### src/rtl/fpub_fifo.sv
// Small register FIFO used for the command and result queues.
`timescale 1ns / 1ps
module fpub_fifo #(
  parameter int WIDTH = 8,
  parameter int DEPTH = 2
) (
  input  logic             clk,
  input  logic             rst,
  input  logic             push,
  input  logic [WIDTH-1:0] din,
  output logic             full,
  input  logic             pop,
  output logic [WIDTH-1:0] dout,
  output logic             empty
);

  localparam int PW = (DEPTH > 1) ? $clog2(DEPTH) : 1;
  localparam int CW = $clog2(DEPTH + 1);

  logic [WIDTH-1:0] mem [DEPTH];
  logic [PW-1:0]    wptr;
  logic [PW-1:0]    rptr;
  logic [CW-1:0]    count;
  logic             do_push;
  logic             do_pop;

  assign full    = (count == CW'(DEPTH));
  assign empty   = (count == '0);
  assign do_push = push && !full;
  assign do_pop  = pop && !empty;
  assign dout    = mem[rptr];

  always_ff @(posedge clk) begin
    if (do_push) begin
      mem[wptr] <= din;
    end
  end

  always_ff @(posedge clk) begin
    if (rst) begin
      wptr  <= '0;
      rptr  <= '0;
      count <= '0;
    end else begin
      if (do_push) begin
        wptr <= (wptr == PW'(DEPTH - 1)) ? '0 : wptr + 1'b1;
      end
      if (do_pop) begin
        rptr <= (rptr == PW'(DEPTH - 1)) ? '0 : rptr + 1'b1;
      end
      if (do_push && !do_pop) begin
        count <= count + 1'b1;
      end else if (do_pop && !do_push) begin
        count <= count - 1'b1;
      end
    end
  end

endmodule

### config.mk
export PLATFORM = sky130hd
export DESIGN_NAME = fpub_fifo
export DESIGN_NICKNAME = d
export VERILOG_FILES = /design/src/rtl/fpub_fifo.sv
export SDC_FILE = /design/constraint.sdc
export NUM_CORES = 1
export LEC_CHECK = 0
export CAP_MARGIN = 20
export CORE_AREA = 3 3 49 51
export CTS_BUF_LIST = sky130_fd_sc_hd__clkbuf_4
export CTS_CLUSTER_DIAMETER = 50
export CTS_CLUSTER_SIZE = 14
export DETAILED_ROUTE_END_ITERATION = 10
export DIE_AREA = 0 0 52 54
export DONT_BUFFER_PORTS = 1
export PLACE_DENSITY = 0.57
export SYNTH_ARGS = -nofsm -noshare
export SYNTH_HDL_FRONTEND = slang
export SYNTH_SLANG_ARGS = --single-unit
### constraint.sdc
create_clock -name clk -period 1.45 [get_ports clk]
set_clock_uncertainty 0.15 [all_clocks]
set_input_delay 0.29 -clock clk [delete_from_list [all_inputs] [get_ports clk]]
set_output_delay 0.29 -clock clk [all_outputs]
set_load 0.01 [all_outputs]
==> summary.txt <==
Status
  • Status: finished, violations left
  • Failing checks: negative setup slack

Placed design
  • Post-DP HPWL: ~840 um
  • Buffers on Ports: 0
  • Final Wtd Congestion: slightly above 0.7
  • DP Worst Slack: -0.09761 ns

Finish
  • # diodes: 0
  • Synth-to-Final Area Change: 38.49%
  • Layout cells sized above 1: 0.4247
  • Core Util, Final: 0.5543
  • Final nets: 87
  • Filler Cell Count: ~170
  • Area of the multi-input gates: between 200 and 300 sq um
  • Reg area: ~580 sq um

Setup path
  • CP endpoint kind: output port
  • CP max FO: 8
  • Worst Path Arrival: about 1.1 ns
  • Setup CP Type: register to output port
  • Worst stage delay on the critical path: 0.35 ns
  • Crit-path cells: buf_12 -> mux2_4
  • R2R setup slack: -0.06 ns
  • CP Launch Type: register
  • Slowest CP cell: dfxtp_2
  • CP required: ~1.0 ns

Global routing
  • M3 GR Usage: 0.04709
  • Met1 usage: 0.1173
  • GRT Max-Usage Layer: met2
  • First-pass GRT wire length: ~2000 um
  • Antenna violations before repair: 0
  • Total Routing Usage GR: 0.1025
  • Vias in the first global route: 450
  • GRT Residual Overflow: 0
  • Routing usage on met2: 0.1736
  • Largest net degree at the start of global routing: 12

Pwr
  • Pwr/cell area: between 1500 and 2000 mW/mm^2
  • Flop pwr share: 0.456
  • Logic pwr share: 0.396
  • Clock share of power: 0.148
  • Internal power: 1.307 mW
  • Psw: 0.5079 mW
  • Switching part of the total power: 0.2798
  • Total Power: 1.815 mW
  • Peak supply drop: between 0.8 and 0.9 mV
  • Leak pwr: roughly 0.43 nW

Floorplanning
  • # IOs: 22
  • Initial core utilization: 0.4003
  • Die W: 52 um
  • CORE AREA: 0.001982 sq mm
  • Die ar.: 0.002808 sq mm
  • Die Ht: 54 um
  • # rows: 16

STA
  • Sum Neg Setup Slack: -0.6720 ns
  • Setup-failing EPs final: 10
  • RSZ-0062 raised after global routing: true
  • Worst slew margin: 0.8560
  • Slew @ Worst Pin: 0.2152 ns
  • Endpoints failing hold: 0
  • Min Tclk post-route: ~1.5 ns
  • Fmax: between 600 and 700 MHz
  • Setup ws final: -0.07755 ns
  • Fin. max-slew vios: 0
  • Fin crit share: 1.053

Synth
  • Syn Std Cell Area: about 800 sq um
  • Async set or reset register ratio after synthesis: 0
  • #FFs+latches synth: 21
  • Most frequent cells after synthesis: edfxtp_1 (16), mux2_2 (8), dfxtp_1 (5), nor2_1 (5)
  • Syn Inst Count: 50
  • Yosys warns: 0
  • Library cells used by synthesis: 13
  • Leading area contributor after synthesis: edfxtp_1
  • Synthesized net count: 63
  • Cell with the most instances after synthesis: edfxtp_1
  • Synthesized area per cell: between 15 and 20 sq um
  • Main area contributors after synthesis: edfxtp_1 (61%), dfxtp_1 (13%), mux2_2 (11%)
  • Top FF cell, synth: edfxtp_1
  • Top-area cell type share of the netlist area: 0.6057
  • Seq/Total Area, Yosys: 0.7319
  • Number of synthesized flops with an enable pin: 16

Clock tree
  • Clk Latency, worst-skew pair: ~0.28 ns
  • CTS Root Cell: clkbuf_4
  • Total CTS buffers: 3
  • Clock transition at path regs: approximately 0.10 ns
  • CTS tree: built
  • Clock sink count: 21
  • H-Tree Depth: 1
  • CTS Buffer Depth: 2

Drt
  • ANT nets after route: 0
  • Final Routed Wirelength: about 1200 um
  • Via/cell ratio: 4.490
  • DRC: 0
  • TritonRoute pass-1 iters: 2
  • DR vias: approximately 450
  • Initial drt markers: 1
  • DR WL/cell: roughly 12 um

Run
  • Max_cap viols: 0

Min path
  • Hold Path Class: input port to register
[path summary, 6_finish.rpt]
path / from / endpoint / cells after the start
worst min register to register: wptr / wptr / 2
worst min-delay path: push / wptr / 3
worst max-delay path: register / dout[4] / 2
worst max register to register: count[1] / count[1] / 6
[per-stage QoR]
stage               hold WS (ns)  instances  area (sq um)
floorplan                 0.2017         50         800.8
global placement          0.2047         86         917.1
detailed placement        0.2091         86         917.1
CTS                       0.1543        100          1099
global route              0.2127        100          1099
finish                    0.1678        100          1099
[layout make-up]
cell class,instances,share of cell area
timing repair buffer,20,0.1720
clock buffer,4,0.02733
multi-input combinational,26,0.2312
inverter,2,0.006834
tap,27,0.03075
sequential,21,0.5319
[cells in the final DEF, fill, tap and decap left out, types with 3 or more instances in the layout]
cell	instances
xor2_1	3
edfxtp_1	16
dfxtp_2	3
mux2_4	8
buf_4	9
dlygate4sd3_1	9
clkbuf_4	4
nor2_1	4
[routing by layer]
metal,vias up,share of wire
met5,-,0
met2,17,0.50
li1,226,-
met4,0,0.0050
met3,2,0.071
met1,204,0.42
[worst max-delay path: cells and delay by family, from the launching register on]
kind	cells	cell delay, ns
DFF	1	0.35
buffers and inverters	1	0.13
muxes	1	0.32
[power groups by stage]
| stage | Combinational [mW] | Sequential (mW) | Clock (mW) |
|---|---|---|---|
| CTS | 0.724 | 0.829 | 0.289 |
| finish | 0.718 | 0.828 | 0.269 |
| detailed placement | 0.590 | 0.834 | 0 |
| global placement | 0.590 | 0.832 | 0 |
| floorplan | 0.365 | 0.830 | 0 |
| global route | 0.785 | 0.839 | 0.304 |
[flip-flops by register name, indices dropped and copies added (netlist names), named ones only]
name   flops
mem       16
count      2
rptr       1
wptr       1
[timing repair]
action / in CTS / in global routing
buffers inserted: 1 / 0
endpoints found under the hold margin: 21 / 0
gates resized for setup: 15 / 0
hold buffers: 9 / 0
pin swaps: 3 / 1
endpoints found under the setup margin: 15 / 25
[cells by family after synthesis]
family,after synthesis,synth area share
AO/OA/AOI/OAI,5,0.03154
XOR/XNOR,3,0.03313
adder cells (fa/ha/maj),1,0.01577
buffers and inverters,3,0.01577
flip-flops,21,0.7319
multiplexers,8,0.1136
AND/OR/NAND/NOR,9,0.05837
(Power assumes the default switching activity.)
