**config.mk**
```make
export PLATFORM = sky130hd
export DESIGN_NAME = fpub_front
export DESIGN_NICKNAME = d
export VERILOG_FILES = /design/src/rtl/fpub_pkg.sv /design/src/rtl/fpub_fifo.sv /design/src/rtl/fpub_front.sv
export SDC_FILE = /design/constraint.sdc
export NUM_CORES = 1
export LEC_CHECK = 0
export ABC_AREA = 1
export CAP_MARGIN = 20
export CORE_ASPECT_RATIO = 1.75
export CORE_MARGIN = 2
export CORE_UTILIZATION = 50
export CTS_CLUSTER_SIZE = 40
export DETAILED_ROUTE_END_ITERATION = 8
export DONT_BUFFER_PORTS = 1
export MAX_ROUTING_LAYER = met4
export PLACE_DENSITY = 0.69
export SETUP_SLACK_MARGIN = 0.1
export SLEW_MARGIN = 20
export SYNTH_ARGS = -nofsm -noshare
export SYNTH_HDL_FRONTEND = slang
export SYNTH_SLANG_ARGS = --single-unit
```
**constraint.sdc**
```tcl
create_clock -name clk -period 3.3 [get_ports clk]
set_clock_uncertainty 0.15 [all_clocks]
set_input_delay 0.495 -clock clk [delete_from_list [all_inputs] [get_ports clk]]
set_output_delay 0.495 -clock clk [all_outputs]
set_load 0.01 [all_outputs]
```
**src/rtl/fpub_pkg.sv**
```systemverilog
// Shared types and constants of the beta-chain leapfrog stepper.
`timescale 1ns / 1ps
package fpub_pkg;

  localparam int MAX_MASSES_DEF  = 1024;
  localparam int VALUE_WIDTH_DEF = 32;
  localparam int CMDQ_DEPTH      = 2;
  localparam int RESQ_DEPTH      = 2;

  localparam logic [30:0] BETA_RESET = 31'd80530637;
  localparam logic [28:0] DT_RESET   = 29'd2684355;
  localparam logic [10:0] LEN_RESET  = 11'd1024;

  // configuration register indexes
  localparam logic [1:0] CFG_BETA = 2'd0;
  localparam logic [1:0] CFG_DT   = 2'd1;
  localparam logic [1:0] CFG_LEN  = 2'd2;

  typedef enum logic [1:0] {
    KIND_LOAD  = 2'd0,
    KIND_START = 2'd1,
    KIND_STEP  = 2'd2,
    KIND_READ  = 2'd3
  } kind_t;

  typedef enum logic [1:0] {
    ST_OK    = 2'd0,
    ST_RANGE = 2'd1,
    ST_SAT   = 2'd2
  } status_t;

  typedef struct packed {
    kind_t       kind;
    logic        bad;
    logic [9:0]  idx;
    logic [31:0] value;
  } cmd_t;

  typedef struct packed {
    logic [9:0]  idx;
    logic [31:0] pos;
    logic [31:0] vel;
    status_t     status;
  } res_t;

  typedef enum logic [4:0] {
    S_CLEAR,
    S_IDLE,
    S_READ_WAIT,
    S_START_V,
    S_P_RD,
    S_P_MUL,
    S_P_WR,
    S_W_RD0,
    S_W_RD1,
    S_W_LD1,
    S_K_RD,
    S_K_DIF,
    S_K_M1,
    S_K_M2,
    S_K_M3,
    S_K_M4,
    S_K_CD,
    S_K_M5,
    S_K_ACC,
    S_K_M6,
    S_K_WR,
    S_RESULT
  } eng_state_t;

endpackage

```
**src/rtl/fpub_fifo.sv**
```systemverilog
// Small register FIFO used for the command and result queues.
`timescale 1ns / 1ps
module fpub_fifo #(
  parameter int WIDTH = 8,
  parameter int DEPTH = 2
) (
  input  logic             clk,
  input  logic             rst,
  input  logic             push,
  input  logic [WIDTH-1:0] din,
  output logic             full,
  input  logic             pop,
  output logic [WIDTH-1:0] dout,
  output logic             empty
);

  localparam int PW = (DEPTH > 1) ? $clog2(DEPTH) : 1;
  localparam int CW = $clog2(DEPTH + 1);

  logic [WIDTH-1:0] mem [DEPTH];
  logic [PW-1:0]    wptr;
  logic [PW-1:0]    rptr;
  logic [CW-1:0]    count;
  logic             do_push;
  logic             do_pop;

  assign full    = (count == CW'(DEPTH));
  assign empty   = (count == '0);
  assign do_push = push && !full;
  assign do_pop  = pop && !empty;
  assign dout    = mem[rptr];

  always_ff @(posedge clk) begin
    if (do_push) begin
      mem[wptr] <= din;
    end
  end

  always_ff @(posedge clk) begin
    if (rst) begin
      wptr  <= '0;
      rptr  <= '0;
      count <= '0;
    end else begin
      if (do_push) begin
        wptr <= (wptr == PW'(DEPTH - 1)) ? '0 : wptr + 1'b1;
      end
      if (do_pop) begin
        rptr <= (rptr == PW'(DEPTH - 1)) ? '0 : rptr + 1'b1;
      end
      if (do_push && !do_pop) begin
        count <= count + 1'b1;
      end else if (do_pop && !do_push) begin
        count <= count - 1'b1;
      end
    end
  end

endmodule

```
**src/rtl/fpub_front.sv**
```systemverilog
// Command front end: decodes and range-checks commands into the command queue.
`timescale 1ns / 1ps
module fpub_front #(
  parameter int MAX_MASSES = fpub_pkg::MAX_MASSES_DEF,
  localparam int NW = $clog2(MAX_MASSES) + 1
) (
  input  logic           clk,
  input  logic           rst,
  input  logic           push,
  input  logic [1:0]     kind,
  input  logic [9:0]     mass_index,
  input  logic [31:0]    load_value,
  input  logic [NW-1:0]  n,
  output logic           full,
  output logic           cmd_valid,
  output fpub_pkg::cmd_t cmd,
  input  logic           cmd_pop
);

  localparam int CMDW = $bits(fpub_pkg::cmd_t);

  fpub_pkg::cmd_t  dec;
  logic [CMDW-1:0] q_dout;
  logic            q_empty;

  always_comb begin
    dec.kind  = fpub_pkg::kind_t'(kind);
    dec.idx   = mass_index;
    dec.value = load_value;
    dec.bad   = (dec.kind inside {fpub_pkg::KIND_LOAD, fpub_pkg::KIND_READ}) &&
                (32'(mass_index) >= 32'(n));
  end

  fpub_fifo #(
    .WIDTH(CMDW),
    .DEPTH(fpub_pkg::CMDQ_DEPTH)
  ) u_cmdq (
    .clk  (clk),
    .rst  (rst),
    .push (push),
    .din  (dec),
    .full (full),
    .pop  (cmd_pop),
    .dout (q_dout),
    .empty(q_empty)
  );

  assign cmd       = fpub_pkg::cmd_t'(q_dout);
  assign cmd_valid = !q_empty;

endmodule

```
==> metrics.yaml, run 1 <==
syn_area_um2: 3820
hold_path_class: "input pin to flop"
htree_levels: 3
grt_pass1_wl_mm: 9.05
rsz0062_at_grt: "false"
syn_inst: 230
fin_crit_sh: 0.678
fp.dieH_um: 120
core_area_um2: 7460
overflow: 0
avgSynthCellArea_um2: 16.6
synth_cell_types: 22
cts_max_path_buffers: 2
maxCapViolCount: 0
cp_data_arrival_time_ps: 1590
cp.required_ps: 2650
drive_gt1_frac: 0.293
ctsResizeCount: 0
drtIter0Drc: 102
fmax_mhz: 447
row_count: 42
dpl.cell_count: 318
post-place-ws_ps: 1160
cp_max_fo: 19
clock_sinks: 95
ys_ff_latch: 95
final_cell_count_no_fill: 334
grt_pass1_vias: 1791
nets: 311
initial_core_util: 0.512
areaGrowthSynthToFinish_pct: 11.0
worst_slew_pin_slew_ps: 725
detail-route-antenna-nets: 0
post_cts_buffers: 0
cts.clk_slew.worst_paths_ps: 60
leakage_uw: 0.00153
path_cells: "buf_4 -> mux2_2"
num_vias: 1787
yosysWarnings: 0
dpl.hpwl_mm: 4.47
hold_violations: 0
multiInputGateArea_um2: 897
fin_hold_ws_ps: 74.5
numCtsBuffers: 9
setup_viol: 0
fillers: 619
antenna_found_initial: 0
clockRootBuffer: "clkbuf_16"
slew_headroom: 0.511
drv_slew: 0
die-width_um: 70.1
globalplace.congestion: 0.710
wl_per_cell_um: 18.0
finalWirelength_mm: 6.02
worstSkewPairLatency_ps: 330
run_status: "completed"
slowest_delay_ps: 510
seqCellArea_um2: 2800
fin_setup_tns_ps: 0
io_buffers: 0
ys_seq_area_frac: 0.734
firstDrtPassIters: 4
grt_max_degree: 25
die-area_um2: 8380
ios: 106
diodes: 0
synth_nets: 300
worst_slack_ps: 1060
cts_tree: "built"
final_util: 0.568
vdd_drop_max_v: 0.000391
cts_hold_buf: 0
cp-end-kind: "primary output"
crit_type: "flop to primary output"
period_minus_slack_ps: 2240
start_kind: "flop"
track_usage: 0.149
drcViolationCount: 0
power.density_nw_per_um2: 754
worst_path_max_delay_cell: "dfxtp_2"
via_per_inst: 5.35
[cell families after synthesis]
group,Yosys count,synth area share
AOI/OAI and AO/OA,11,0.0164
and+or+nand+nor,40,0.0436
xor gates and xnor gates,1,0.00229
DFF,95,0.734
adders and majority gates,11,0.0360
muxes,45,0.133
buffers and inverters,27,0.0354
[synth_stat cells (all sizes together)]
cell	number	area, µm²
ha	11	138
nand2	24	95.1
o21bai	1	7.51
nand3	1	5.00
dfxtp	5	100
inv	22	82.6
buf	5	52.6
edfxtp	90	2700
o21a	1	7.51
xor2	1	8.76
a21boi	1	7.51
o21ai	1	5.00
nand3b	1	7.51
or2	2	12.5
mux2	45	507
nor3	1	5.00
nor2	11	41.3
a21oi	7	35.0
[cell type report]
| cell class | instances | area share |
|---|---|---|
| inverter | 22 | 0.0195 |
| sequential | 95 | 0.661 |
| timing repair buffer | 5 | 0.0118 |
| tap | 88 | 0.0260 |
| clock buffer | 9 | 0.0531 |
| clock inverter | 7 | 0.0171 |
| multi-input combinational | 108 | 0.212 |
[placed cells by master, fill, tap and decap left out]
master	count
buf_4	4
nand3_1	1
clkbuf_16	9
o21ai_0	1
dfxtp_2	1
or2_1	1
nand2_1	22
clkinv_4	2
o21bai_1	1
mux2_2	45
buf_12	1
clkinv_2	1
a21oi_1	7
clkinvlp_4	1
bufinv_16	1
nor2_1	9
xor2_1	1
ha_1	11
a21boi_0	1
nand3b_1	1
o21a_1	1
nor3_1	1
inv_6	1
nand2_2	2
inv_2	1
or2_2	1
edfxtp_1	90
nor2_4	2
inv_1	21
clkinv_1	1
dfxtp_1	4
[state kept, by name, summed over array words and instances (netlist names), named ones only]
| name | cells |
|---|---|
| u_cmdq.wptr | 1 |
| u_cmdq.rptr | 1 |
| u_cmdq.count | 2 |
| u_cmdq.mem | 90 |
[report_power, final]
part / internal (µW) / switching (µW) / total (µW) / leakage (µW)
Clock: 588 / 413 / 1000 / 0.000143
Sequential: 1530 / 54.1 / 1580 / 0.000882
Combinational: 242 / 374 / 616 / 0.000509
Total: 2360 / 841 / 3200 / 0.00153
[per-stage QoR]
| step | total power [µW] | cell area, µm² |
|---|---|---|
| after floorplan | 2120 | 3820 |
| after global placement | 2220 | 3940 |
| after detailed placement | 2240 | 3940 |
| after CTS | 3240 | 4240 |
| after global routing | 3340 | 4240 |
| final | 3200 | 4240 |
[worst max-delay path: cells and delay by family (launching register included)]
| kind | cells | cell delay (ps) |
|---|---|---|
| DFF | 1 | 510 |
| buffers and inverters | 1 | 330 |
| muxes | 1 | 420 |
[routing by layer]
layer  track usage  vias to the layer above  share of wire  routed length [µm]
li1              -                      854              -                   -
met1         0.148                      866           0.34                2070
met2         0.262                       60           0.56                3380
met3        0.0537                        7          0.075                 453
met4        0.0613                        0          0.020                 119
met5             -                        -              0                   0
[final timing paths]
kind / from / endpoint / slack [ps] / depth (start not counted)
worst max-delay path: flop / cmd[43] / 1060 / 2
worst min register to register: u_cmdq.rptr / flop / 320 / 2
worst min-delay path: rst / flop / 70 / 1
worst max register to register: u_cmdq.count[1] / u_cmdq.count[1] / 1150 / 8
(Power assumes the default switching activity.)
==> inputs of run 2 (changes only) <==
- PLACE_DENSITY: 0.69 -> 0.66
- clock period: 3.3 -> 2.25 ns (I/O delays scaled with it)
==> metrics.yaml, run 2 (synthesis gave the netlist of run 1 again) <==
grt_use_met3: 0.0403
slowest_delay_ps: 410
final_util: 0.631
cp_max_fo: 42
globalplace.congestion: 0.703
core_area_um2: 7460
setup_viol: 0
leakage_uw: 0.00173
fmax_mhz: 531
cts.clk_slew.worst_paths_ps: 60
vdd_drop_max_v: 0.000584
via_per_inst: 5.21
cp_data_arrival_time_ps: 1400
cts_max_path_buffers: 2
die-width_um: 70.1
ios: 106
layout_commonest_cell: "edfxtp_1"
final_cell_mix: "90 x edfxtp_1, 45 x mux2_2, 45 x dlygate4sd3_1, 22 x nand2_1, 21 x inv_1"
drv_slew: 0
worst_slew_pin_slew_ps: 332
wl_per_cell_um: 17.1
critPathBufInv: 1
rr_worst_depth: 8
cts_hold_buf: 45
nets: 357
power.density_nw_per_um2: 1030
fillers: 555
drcViolationCount: 0
areaGrowthSynthToFinish_pct: 23.2
largest_register_ffs: 90
maxCapViolCount: 0
num_vias: 1981
firstDrtPassIters: 4
slew_headroom: 0.779
fin_crit_sh: 0.837
cp_top_family: "multiplexers"
post_cts_buffers: 0
track_usage: 0.167
met1_usage: 0.161
die-area_um2: 8380
crit_end: "cmd[33]"
worstSkewPairLatency_ps: 330
rr_startpoint: "u_cmdq.count[1]"
clockRootBuffer: "clkbuf_16"
top_regs: "u_cmdq.mem x90, u_cmdq.count x2"
detail-route-antenna-nets: 0
htree_levels: 3
grt_max_degree: 43
grt_pass1_wl_mm: 10.1
dpl.hpwl_mm: 4.41
path_cells: "buf_12 -> mux2_2"
grt_pass1_vias: 2126
ctsResizeCount: 0
fp.dieH_um: 120
cp-end-kind: "primary output"
overflow: 0
io_buffers: 0
period_minus_slack_ps: 1880
cp.required_ps: 1760
hold_violations: 0
cts_tree: "built"
clock_sinks: 95
diodes: 0
dpl-instance-area_um2: 3950
crit_type: "flop to primary output"
initial_core_util: 0.512
run_status: "completed"
worst_path_max_delay_cell: "mux2_2"
numCtsBuffers: 9
drtIter0Drc: 189
row_count: 42
drive_gt1_frac: 0.236
start_kind: "flop"
fin_hold_ws_ps: 20.4
top_register: "u_cmdq.mem"
antenna_found_initial: 0
r2r_slack_ps: 520
design_area_um2: 4710
r2r-end: "u_cmdq.count[1]"
top_usage_layer: "met2"
grt_use_met2: 0.301
min_path_cells: 2
rsz0062_at_grt: "false"
hold_path_class: "input pin to flop"
cp.depth: 2
finalPower_uw: 4840
finalWirelength_mm: 6.51
==> run 2: cell type report <==
type                    instances  area (µm²)  share of cell area
clock inverters                 6        75.1              0.0160
multi-input cells             108         897               0.191
flip-flops and latches         95        2800               0.596
clock buffers                  10         229              0.0487
well taps                      88         110              0.0234
inverters                      22        82.6              0.0175
repair buffers                 51         508               0.108
==> run 2: worst min-delay path by stage <==
| stage | start | end | slack, ps |
|---|---|---|---|
| 3_3_place_gp | rst | flop | 250 |
| 3_5_place_dp | rst | flop | 260 |
| 4_1_cts | rst | u_cmdq.count[0] | 4 |
| 2_1_floorplan | rst | flop | 260 |
| 5_1_grt | rst | u_cmdq.count[0] | 20 |
| 6_report | rst | u_cmdq.count[0] | 20 |
==> run 2: power breakdown <==
| part | leakage (µW) | total, µW | switching [µW] | internal [µW] |
|---|---|---|---|---|
| clock | 0.000147 | 1530 | 570 | 957 |
| combinational | 0.000702 | 1010 | 593 | 418 |
| sequential | 0.000882 | 2310 | 68.1 | 2240 |
| total | 0.00173 | 4840 | 1230 | 3610 |
==> run 2: routing by layer <==
metal | share of wire | wire, µm
met4 | 0.021 | 140
met2 | 0.57 | 3710
met3 | 0.053 | 342
met5 | 0 | 0
met1 | 0.36 | 2320
==> run 2: through the flow <==
step	setup TNS (ps)	worst slack (ps)	std cells
finish	0	367	380
global route	0	302	380
CTS	0	323	380
detailed placement	0	551	319
global placement	0	634	319
floorplan	-7060	-88.1	230
